[src/hdl/dstf_pkg.sv]
// Shared types, constants and the fraction weight table for the decimal string converter.
package dstf_pkg;

  localparam int FRAC_DIGITS = 10;
  localparam int MAX_TABLE_DIGITS = 19;

  localparam logic [31:0] INT_MAX_Q = 32'h7FFF_FFFF;
  localparam logic [31:0] FRAC_MAX_Q = 32'hFFFF_FFFF;
  localparam logic [4:0] POS_MAX = 5'd31;

  localparam logic [7:0] CH_NUL = 8'h00;
  localparam logic [7:0] CH_SPACE = 8'h20;
  localparam logic [7:0] CH_PLUS = 8'h2B;
  localparam logic [7:0] CH_MINUS = 8'h2D;
  localparam logic [7:0] CH_DOT = 8'h2E;
  localparam logic [7:0] CH_ZERO = 8'h30;
  localparam logic [7:0] CH_NINE = 8'h39;

  typedef enum logic [2:0] {
    PH_LEAD = 3'd0,
    PH_SIGN = 3'd1,
    PH_INT = 3'd2,
    PH_DOT = 3'd3,
    PH_FRAC = 3'd4,
    PH_DONE = 3'd5
  } phase_t;

  // Finished string, before sign is applied.
  typedef struct packed {
    logic [31:0] int_part;
    logic [31:0] frac_part;
    logic        negative;
    logic        format_error;
    logic        overflow;
  } parse_result_t;

  // round(2^32 / 10^k), halves up; zero past the table.
  function automatic logic [31:0] frac_weight(input logic [4:0] k);
    logic [31:0] w;
    case (k)
      5'd1: w = 32'd429496730;
      5'd2: w = 32'd42949673;
      5'd3: w = 32'd4294967;
      5'd4: w = 32'd429497;
      5'd5: w = 32'd42950;
      5'd6: w = 32'd4295;
      5'd7: w = 32'd429;
      5'd8: w = 32'd43;
      5'd9: w = 32'd4;
      default: w = 32'd0;
    endcase
    return w;
  endfunction

endpackage

[src/hdl/dstf_parser.sv]
// Character parser: phase machine with integer and fraction accumulators.
module dstf_parser (
  input  logic                    clk,
  input  logic                    rst,
  input  logic                    step,
  input  logic [7:0]              char_code,
  output dstf_pkg::parse_result_t result
);

  dstf_pkg::phase_t phase, phase_next;
  logic        negative, negative_next;
  logic [31:0] integer_acc, integer_acc_next;
  logic [31:0] fraction_acc, fraction_acc_next;
  logic [4:0]  digit_position, digit_position_next;
  logic        error_seen, error_seen_next;
  logic        overflow_seen, overflow_seen_next;

  logic        is_digit;
  logic [3:0]  digit;
  logic [35:0] int_sum;
  logic        int_sat;
  logic [31:0] int_digit_acc;
  logic [4:0]  pos_inc;
  logic        frac_en;
  logic [35:0] frac_term;
  logic [36:0] frac_sum;
  logic [31:0] frac_digit_acc;

  assign is_digit = (char_code >= dstf_pkg::CH_ZERO) && (char_code <= dstf_pkg::CH_NINE);
  assign digit = is_digit ? 4'(char_code - dstf_pkg::CH_ZERO) : 4'd0;

  // acc * 10 + d as acc * 8 + acc * 2 + d
  assign int_sum = {1'b0, integer_acc, 3'b000} + {3'b000, integer_acc, 1'b0}
                   + {32'd0, digit};
  assign int_sat = int_sum > {4'd0, dstf_pkg::INT_MAX_Q};
  assign int_digit_acc = int_sat ? dstf_pkg::INT_MAX_Q : int_sum[31:0];

  assign pos_inc = (digit_position < dstf_pkg::POS_MAX) ? digit_position + 5'd1
                                                        : digit_position;
  assign frac_en = (32'(pos_inc) <= 32'(dstf_pkg::FRAC_DIGITS))
                   && (32'(pos_inc) <= 32'(dstf_pkg::MAX_TABLE_DIGITS));
  assign frac_term = dstf_pkg::frac_weight(pos_inc) * {32'd0, digit};
  assign frac_sum = {5'd0, fraction_acc} + {1'b0, frac_term};
  assign frac_digit_acc = !frac_en ? fraction_acc
                        : (frac_sum > {5'd0, dstf_pkg::FRAC_MAX_Q}) ? dstf_pkg::FRAC_MAX_Q
                        : frac_sum[31:0];

  always_comb begin
    phase_next = phase;
    negative_next = negative;
    integer_acc_next = integer_acc;
    fraction_acc_next = fraction_acc;
    digit_position_next = digit_position;
    error_seen_next = error_seen;
    overflow_seen_next = overflow_seen;
    case (phase)
      dstf_pkg::PH_LEAD: begin
        if (char_code == dstf_pkg::CH_SPACE) begin
          phase_next = dstf_pkg::PH_LEAD;
        end else if (char_code == dstf_pkg::CH_PLUS || char_code == dstf_pkg::CH_MINUS) begin
          negative_next = (char_code == dstf_pkg::CH_MINUS);
          phase_next = dstf_pkg::PH_SIGN;
        end else if (is_digit) begin
          integer_acc_next = int_digit_acc;
          overflow_seen_next = overflow_seen | int_sat;
          phase_next = dstf_pkg::PH_INT;
        end else if (char_code == dstf_pkg::CH_DOT) begin
          phase_next = dstf_pkg::PH_DOT;
        end else begin
          phase_next = dstf_pkg::PH_DONE;
        end
      end
      dstf_pkg::PH_SIGN: begin
        if (is_digit) begin
          integer_acc_next = int_digit_acc;
          overflow_seen_next = overflow_seen | int_sat;
          phase_next = dstf_pkg::PH_INT;
        end else if (char_code == dstf_pkg::CH_DOT) begin
          error_seen_next = 1'b1;
          phase_next = dstf_pkg::PH_DOT;
        end else begin
          error_seen_next = 1'b1;
          phase_next = dstf_pkg::PH_DONE;
        end
      end
      dstf_pkg::PH_INT: begin
        if (is_digit) begin
          integer_acc_next = int_digit_acc;
          overflow_seen_next = overflow_seen | int_sat;
        end else if (char_code == dstf_pkg::CH_DOT) begin
          phase_next = dstf_pkg::PH_DOT;
        end else begin
          phase_next = dstf_pkg::PH_DONE;
        end
      end
      dstf_pkg::PH_DOT, dstf_pkg::PH_FRAC: begin
        if (is_digit) begin
          digit_position_next = pos_inc;
          fraction_acc_next = frac_digit_acc;
          phase_next = dstf_pkg::PH_FRAC;
        end else begin
          error_seen_next = 1'b1;
          phase_next = dstf_pkg::PH_DONE;
        end
      end
      default: begin
        phase_next = phase;
      end
    endcase
  end

  // result of the string as it stands, used when the terminator arrives
  always_comb begin
    result.int_part = integer_acc;
    result.frac_part = fraction_acc;
    result.negative = negative;
    result.format_error = error_seen || (phase == dstf_pkg::PH_SIGN)
                          || (phase == dstf_pkg::PH_DOT);
    result.overflow = overflow_seen;
  end

  always_ff @(posedge clk) begin
    if (rst || (step && char_code == dstf_pkg::CH_NUL)) begin
      phase <= dstf_pkg::PH_LEAD;
      negative <= 1'b0;
      integer_acc <= '0;
      fraction_acc <= '0;
      digit_position <= '0;
      error_seen <= 1'b0;
      overflow_seen <= 1'b0;
    end else if (step) begin
      phase <= phase_next;
      negative <= negative_next;
      integer_acc <= integer_acc_next;
      fraction_acc <= fraction_acc_next;
      digit_position <= digit_position_next;
      error_seen <= error_seen_next;
      overflow_seen <= overflow_seen_next;
    end
  end

endmodule

[src/hdl/dstf_result.sv]
// Result register: applies the sign and holds the result until it is taken.
module dstf_result (
  input  logic                    clk,
  input  logic                    rst,
  input  logic                    load,
  input  dstf_pkg::parse_result_t result,
  output logic                    valid,
  input  logic                    stall,
  output logic signed [63:0]      value,
  output logic                    format_error,
  output logic                    overflow
);

  logic [63:0] magnitude;

  assign magnitude = {result.int_part, result.frac_part};

  always_ff @(posedge clk) begin
    if (rst) begin
      valid <= 1'b0;
    end else if (load) begin
      valid <= 1'b1;
    end else if (!stall) begin
      valid <= 1'b0;
    end
  end

  always_ff @(posedge clk) begin
    if (load) begin
      value <= result.negative ? -$signed(magnitude) : $signed(magnitude);
      format_error <= result.format_error;
      overflow <= result.overflow;
    end
  end

endmodule

[src/hdl/decimal_string_to_fixed.sv]
// Top level: ASCII decimal string to signed Q31.32 converter.
//
//   channel  | handshake           | payload
//   ---------+---------------------+-----------------------------------
//   input    | in_valid / in_stall | char_code[7:0]
//   output   | out_valid/out_stall | value[63:0], format_error, overflow
//
// One character per cycle is taken while in_stall is low. A request is registered in the
// input register, then parsed from there; a zero byte in the input register loads the
// result register once that register is free, and its result is taken from there.
// Only a zero byte can back up: it waits in the input register while the
// result register is full and stalled, and other characters keep flowing.
// rst is synchronous and returns the parser to its leading-space phase.
module decimal_string_to_fixed (
  input  logic               clk,
  input  logic               rst,
  input  logic               in_valid,
  output logic               in_stall,
  input  logic [7:0]         char_code,
  output logic               out_valid,
  input  logic               out_stall,
  output logic signed [63:0] value,
  output logic               format_error,
  output logic               overflow
);

  logic       char_valid;
  logic [7:0] char_q;
  logic       out_free;
  logic       consume;
  logic       load_out;
  dstf_pkg::parse_result_t result;

  assign out_free = !out_valid || !out_stall;
  assign consume = char_valid && ((char_q != dstf_pkg::CH_NUL) || out_free);
  assign load_out = consume && (char_q == dstf_pkg::CH_NUL);
  assign in_stall = char_valid && !consume;

  always_ff @(posedge clk) begin
    if (rst) begin
      char_valid <= 1'b0;
    end else if (in_valid && !in_stall) begin
      char_valid <= 1'b1;
    end else if (consume) begin
      char_valid <= 1'b0;
    end
  end

  always_ff @(posedge clk) begin
    if (in_valid && !in_stall) begin
      char_q <= char_code;
    end
  end

  dstf_parser u_parser (
    .clk       (clk),
    .rst       (rst),
    .step      (consume),
    .char_code (char_q),
    .result    (result)
  );

  dstf_result u_result (
    .clk          (clk),
    .rst          (rst),
    .load         (load_out),
    .result       (result),
    .valid        (out_valid),
    .stall        (out_stall),
    .value        (value),
    .format_error (format_error),
    .overflow     (overflow)
  );

  // a stalled result is never overwritten by the next terminator
  assert property (@(posedge clk) disable iff (rst)
    (out_valid && out_stall) |-> !load_out)
    else $error("result overwritten while stalled");

  // only a terminator is ever held back at the input
  assert property (@(posedge clk) disable iff (rst)
    in_stall |-> (char_valid && char_q == dstf_pkg::CH_NUL))
    else $error("non-terminator stalled");

  // a loaded result shows up as valid in the next cycle
  assert property (@(posedge clk) disable iff (rst)
    load_out |=> out_valid)
    else $error("result lost after load");

endmodule

[config.mk]
export PLATFORM = sky130hd
export DESIGN_NAME = decimal_string_to_fixed
export DESIGN_NICKNAME = d
export VERILOG_FILES = /design/src/hdl/dstf_pkg.sv /design/src/hdl/dstf_parser.sv /design/src/hdl/dstf_result.sv /design/src/hdl/decimal_string_to_fixed.sv
export SDC_FILE = /design/constraint.sdc
export NUM_CORES = 1
export LEC_CHECK = 0
export BUFFER_PORTS_ARGS = -buffer_cell sky130_fd_sc_hd__buf_4
export CAP_MARGIN = 0
export CORE_MARGIN = 2
export CORE_UTILIZATION = 58
export CTS_BUF_LIST = sky130_fd_sc_hd__clkbuf_8
export CTS_CLUSTER_SIZE = 24
export DETAILED_ROUTE_END_ITERATION = 8
export PLACE_DENSITY_LB_ADDON = 0.15
export SETUP_SLACK_MARGIN = 0.5
export SYNTH_ARGS = -nofsm -noshare
export SYNTH_HDL_FRONTEND = slang
export SYNTH_HIERARCHICAL = 1
export SYNTH_SLANG_ARGS = --single-unit
[constraint.sdc]
create_clock -name clk -period 7.31 [get_ports clk]
set_input_delay 1.462 -clock clk [delete_from_list [all_inputs] [get_ports clk]]
set_output_delay 1.462 -clock clk [all_outputs]
set_load 0.05 [all_outputs]
* Word-level counts from Yosys, hierarchy flattened
Memory sizes are Yosys's and may differ from the RTL's. Cells that the tools add are included.
Word-level totals: bits in registers 151, memory bits (read-only) 432, bits of input ports 12, output and inout bits 68, word-level logic and storage cells 99, memories 1
Operators by class: add/subtract/negate cells 6, multiply operators 1, magnitude comparators 7, eq/ne operators 12, multiplexer cells 25, bitwise operators 3, reduce and logical (&&, ||, !) cells 31
Memories:
- (name not given) | depth 16, bits a word 27, rd ports 1, clocked after Yosys merged registers in 0, wr ports 0, RTL line dstf_pkg.sv:40 | case (k)
Operator list (count):
- 32-bit two-way mux | 6
- 64-bit two-way mux | 1
- 64-bit negation | 1
- 32-bit one-hot mux with 2 select lines | 1
- 32-bit by 36-bit adder with 37-bit output | 1
- 37-bit by 32-bit greater-than comparator with 1-bit output, second input constant | 1
- 35-bit by 33-bit adder with 36-bit output | 1
- 36-bit by 4-bit adder with 36-bit output | 1
- 36-bit by 31-bit greater-than comparator with 1-bit output, second input constant | 1
- 32-bit by 4-bit multiplier with 36-bit output | 1
- 8-bit by 6-bit == test with 1-bit output, second input constant | 4
- 3-bit two-way mux | 5
- 3-bit one-hot mux with 4 select lines | 1
- 4-bit AND reduction | 3
- 3-bit AND reduction | 3
- 8-bit by 6-bit greater-or-equal comparator with 1-bit output, second input constant | 1
- 8-bit by 6-bit <= comparator with 1-bit output, second input constant | 1
- 8-bit zero test | 1
- 1-bit two-way mux | 8
- 8-bit nonzero test | 1
- 3-bit by 2-bit == test with 1-bit output, second input constant | 2
- 1-bit logical AND | 6
- 1-bit logical OR | 6
- 2-bit inequality test, second input constant | 3
- other kinds (19) | 25

* Logic depth before layout (Yosys ltp)
depth in word-level cells 10, depth in mapped cells 30, depth with buffers taken out 25

* By module
Netlist, hierarchy kept.
Modules (own cells, without submodules):
- dstf_parser | instances 1, cells each 1242, area each 9711.8 µm², sequential area each 1501.4 µm²
- dstf_result | instances 1, cells each 269, area each 3502.1 µm², sequential area each 2001.9 µm²
- decimal_string_to_fixed | instances 1, cells each 21, area each 361.6 µm², sequential area each 260.2 µm²

* Worst setup path after synthesis
No wires, ideal clock.
kind register to register, start point reg u_parser.digit_position[2], end point reg u_parser.fraction_acc[10], library setup time 120 ps, arrival 5779 ps, required time 7190 ps, setup slack 1411 ps, cell stages (with the launch flop) 27, path buffers 4, period minus slack after synthesis 5899 ps, path through dfxtp_1 > clkbuf_1 > clkbuf_1 > nand4_1 > nand2_1 > inv_1 > ha_1 > and2_1 > o21ai_0 > nor2_1 > fa_1 > fa_1 > inv_1 > fa_1 > inv_1 > ha_1 > a21oi_1 > o211ai_1 > a211oi_1 > o41ai_1 > a31oi_1 > o2bb2ai_1 > mux2i_1 > and4_1 > buf_2 > buf_2 > a21oi_1
On the way: word-level cells in the longest chain between the ends 8, elaborated cells between the ends (all ways) 13, classes of those cells 2 x add/sub; 1 x mul; 4 x order compare; 3 x mux; 2 x reduce/logical; 1 x memory
Ends and longest elaborated chain:
- from (decl) | RTL line dstf_parser.sv:14 | logic [4:0] digit_position, digit_position_next;
- from (signal assigned) | RTL line dstf_parser.sv:136 | digit_position <= digit_position_next;
- 5-bit < comparator (*) | RTL line dstf_parser.sv:38 | assign pos_inc = (digit_position < dstf_pkg::POS_MAX) ? digit_position + 5'd1
- 5-bit two-way mux (*) | RTL line dstf_parser.sv:38
- via u_parser.pos_inc[0] | RTL line dstf_parser.sv:23 | logic [4:0] pos_inc;
- memory read 16 x 27 bit
- 32-bit two-way mux | RTL line dstf_pkg.sv:40
- 32-bit by 4-bit multiplier with 36-bit output | RTL line dstf_parser.sv:42 | assign frac_term = dstf_pkg::frac_weight(pos_inc) * {32'd0, digit};
- 32-bit by 36-bit adder with 37-bit output | RTL line dstf_parser.sv:43 | assign frac_sum = {5'd0, fraction_acc} + {1'b0, frac_term};
- 37-bit by 32-bit greater-than comparator with 1-bit output | RTL line dstf_parser.sv:45 | : (frac_sum > {5'd0, dstf_pkg::FRAC_MAX_Q}) ? dstf_pkg::FRAC_MAX_Q
- 32-bit two-way mux | RTL line dstf_parser.sv:45
- to (signal assigned) | RTL line dstf_parser.sv:135 | fraction_acc <= fraction_acc_next;
- to (decl) | RTL line dstf_parser.sv:13 | logic [31:0] fraction_acc, fraction_acc_next;
The timed path passes the listed nets; every way through them passes the cells marked *. A chain may end at the register's enable or synchronous reset.

* Worst setup path in the final report
start point reg u_parser.digit_position[0], end point reg u_parser.fraction_acc[0]
On the way: word-level cells in the longest chain between the ends 8, elaborated cells between the ends (all ways) 13, classes of those cells 2 x add/sub; 1 x mul; 4 x order compare; 3 x mux; 2 x reduce/logical; 1 x memory
Ends and longest elaborated chain (RTL line):
- 5-bit by 1-bit adder with 5-bit output or 5-bit < comparator (tied branches) | dstf_parser.sv:38
- 5-bit two-way mux (*) | dstf_parser.sv:38
- memory read 16 x 27 bit
- 32-bit two-way mux | dstf_pkg.sv:40
- 32-bit by 4-bit multiplier with 36-bit output | dstf_parser.sv:42
- 32-bit by 36-bit adder with 37-bit output | dstf_parser.sv:43
- 37-bit by 32-bit greater-than comparator with 1-bit output | dstf_parser.sv:45
- 32-bit two-way mux | dstf_parser.sv:45
Mark *: on every way between the ends. The rest lies on a longest branch, timed or not.

==> metrics <==
outcome=finished, final reports clean; total routed wirelength=31.91 mm; chip width=157.0 um; Reg2Reg Depth=22; I/O Pins=80; CTS Buf Count=17; Hold Path Sink=u_result/overflow$_DFFE_PP_; Mapped Area=13580 um2; Die H=157.0 um; Area Overhead vs Synth=9.004%; Post-synth EDFFs=74; leakage power=6.902 nW; Tot GR Track Use=0.2664; share of cells above drive strength 1=0.1056; Cell Count, Final, Fillers Out=1895; WP data required=7650 ps; dpl cells=1863; Starting Density=0.5960; CTS clk-pin slew, worst paths=110 ps; Post-DP Area=14350 um2; post-route cell area=14800 um2; DR pass1 iterations=7; Worst Hold Class=reg -> reg; H-tree Lvls=4; first-pass GRT wire length=52.50 mm; main combinational cell family by area after synthesis=adder cells; flop-to-flop setup slack=900 ps; number of global-route vias before repair=10077; mux cell area share after synthesis=0.006728; Nets=1780; initial antenna violation count=0; min cycle time layout=6408 ps; RSZ-0062 raised after global routing=false; Peak Freq=156.1 MHz; CTS tree=built; Worst Max-Slew Pin Slew=841.3 ps; via count=11046; Via density=5.829; Fin Clk Skew=17.42 ps; WHS=442.6 ps; largest net degree at the start of global routing=65; prevailing post-synth register cell=dfxtp_1; Overflow after GRT=0; critical-path maximum fanout=32; # setup viols final=0; commonest non-fill, non-tap cell in the layout=inv_1; setup_tns=0 ps; CP arrival=6740 ps; Yosys cell types=72; fin. max-slew vios=0; number of remaining DRC errors=0; hold path start=u_parser/overflow_seen$_SDFFE_PP0P_; Avg Inst Size Synth=8.861 um2; hold depth=0; VDD IR max=96.28 uV; Synth Net Count=1743; Avg WL per Cell=16.84 um; Clock Latency Late Sink=470 ps; die area=24650 um2; Seq/Total Area, Yosys=0.2772; # clock sinks=151; DP Wirelength=24.65 mm; Critical R2R Launch=u_parser/digit_position[0]$_SDFFE_PP0P_; reg2reg end=u_parser/fraction_acc[0]$_SDFFE_PP0P_; GP Congestion=0.9477; CORE AREA=22780 um2; Site Rows=55; Final period util=0.8766; most frequent cells in the layout=inv_1, o21ai_0, nor2_1; worst setup path class=reg -> reg; type of element launching the critical path=register; Max clock buf depth=2; post-synthesis adder-cell area fraction=0.2265; Synth async-reset ratio=0; Synth Area in Compound Gates=0.1942; ant diodes=0; Final ANT Viol Nets=0; Port-buffer cells=79; Rel. slew slack=0.4320; XOR/XNOR Fraction of Synth Area=0.08065; pwr dens=117.4 nW/um2; register bit total from synthesis=151; CTS Root Buffer Type=clkbuf_8; Cells after Synth=1532; yosys warns=6; Simple-Gate Fraction of Synth Area=0.1436; Fin. Hold Viols=0; DR iter-0 viols=906; Critical Path End Type=register; max_cap viols=0
==> Yosys cell counts, types with 3 or more instances <==
cell type / n / area share
a211o_1: 5 / 0.0032
a211oi_1: 12 / 0.0066
a21boi_0: 7 / 0.0039
a21o_1: 28 / 0.015
a21oi_1: 104 / 0.038
a221oi_1: 3 / 0.0019
a31oi_1: 38 / 0.018
a41oi_1: 5 / 0.0032
and2_1: 6 / 0.0028
and3_1: 9 / 0.0041
and4_1: 4 / 0.0026
buf_2: 9 / 0.0033
buf_6: 3 / 0.0025
clkbuf_1: 54 / 0.015
dfxtp_1: 77 / 0.11
edfxtp_1: 74 / 0.16
fa_1: 78 / 0.12
ha_1: 121 / 0.11
inv_1: 177 / 0.049
mux2i_1: 8 / 0.0059
nand2_1: 86 / 0.024
nand2b_1: 15 / 0.0069
nand3_1: 32 / 0.012
nand3b_1: 3 / 0.0017
nand4_1: 17 / 0.0078
nor2_1: 122 / 0.034
nor2b_1: 10 / 0.0046
nor3_1: 21 / 0.0077
nor4_1: 8 / 0.0037
o211ai_1: 10 / 0.0055
o21a_1: 4 / 0.0022
o21ai_0: 125 / 0.046
o31a_1: 4 / 0.0026
o31ai_1: 25 / 0.014
o41ai_1: 15 / 0.0097
o41ai_2: 5 / 0.0060
or2_2: 12 / 0.0055
or3_1: 16 / 0.0074
or4_1: 12 / 0.0066
or4_4: 5 / 0.0041
xnor2_1: 91 / 0.059
xor2_1: 34 / 0.022
==> sequential cells by signal, summed over array words and instances, names as in the netlist <==
name                     flops
u_parser/phase               3
char_q                       8
u_result/overflow            1
u_parser/overflow_seen       1
u_result/format_error        1
u_result/value              64
char_valid                   1
u_parser/integer_acc        32
u_result/valid               1
u_parser/fraction_acc       32
u_parser/negative            1
u_parser/digit_position      5
u_parser/error_seen          1
==> timing repair <==
action	4_1_cts	5_1_grt
endpoints found under the setup margin	0	32
gates resized for setup	0	10
buffers inserted	0	0
hold buffers	0	0
==> report_power, final <==
| group | leakage, nW | internal (mW) | switching, mW |
|---|---|---|---|
| sequential | 1.33 | 0.888 | 0.0122 |
| clock | 0.213 | 0.320 | 0.382 |
| combinational | 5.36 | 0.0467 | 0.0871 |
==> how the worst max path moves through the flow <==
stage                     cells past startpoint  slack [ps]                                     from                                     end
after global placement                       22         920                      char_q[2]$_DFFE_PP_   u_parser/fraction_acc[2]$_SDFFE_PP0P_
after global routing                         23         500  u_parser/digit_position[0]$_SDFFE_PP0P_  u_parser/fraction_acc[29]$_SDFFE_PP0P_
final                                        22         900  u_parser/digit_position[0]$_SDFFE_PP0P_   u_parser/fraction_acc[0]$_SDFFE_PP0P_
after detailed placement                     21         780  u_parser/digit_position[1]$_SDFFE_PP0P_  u_parser/fraction_acc[27]$_SDFFE_PP0P_
after CTS                                    21         720  u_parser/digit_position[1]$_SDFFE_PP0P_  u_parser/fraction_acc[27]$_SDFFE_PP0P_
after floorplan                              26        1410  u_parser/digit_position[2]$_SDFFE_PP0P_  u_parser/fraction_acc[10]$_SDFFE_PP0P_
==> metrics by stage <==
| step | power (mW) | utilization | setup WS (ps) |
|---|---|---|---|
| floorplan | 1.014 | - | 1411 |
| global placement | 1.048 | 0.6300 | 921.7 |
| detailed placement | 1.050 | 0.6300 | 778.9 |
| CTS | 1.751 | 0.6486 | 717.9 |
| global route | 1.802 | 0.6497 | 496.8 |
| finish | 1.737 | 0.6497 | 902.4 |
==> metal layers <==
layer	wire length, um	GRT usage
met1	16790	0.4309
met2	12580	0.3645
met3	2234	0.05231
met4	300	0.05068
met5	0	0
==> logic make-up after synthesis <==
logic type      after synthesis
compound gates              415
flops                       151
simple gates                387
xor+xnor                    125
fa+ha+maj                   199
mux                           9
buf+inv                     246
==> worst max-delay path, stage by stage (launching register included) <==
cell and delay [ps]:
dfxtp_1 510, ha_1 390, nand3_1 150, o21ai_1 390, and2_1 310, o21ai_0 230, nor2_1 210, fa_1 440
fa_1 540, inv_1 60, fa_1 500, inv_1 40, ha_1 350, a21oi_1 270, o211ai_1 170, a211oi_1 370
o41ai_1 140, a31oi_1 300, o2bb2ai_1 140, mux2i_1 140, and4_1 210, buf_6 240, a21oi_1 120
==> final cells by class <==
cell class | count | area [um2]
Clock buffer | 17 | 234.0
Clock inverter | 15 | 188.9
Fill cell | 1898 | 7980
Inverter | 177 | 664.4
Multi-Input combinational cell | 1135 | 8895
Sequential cell | 151 | 3767
Tap cell | 313 | 391.6
Timing Repair Buffer | 87 | 656.9
Note: power is estimated with default switching activity, not from simulation.
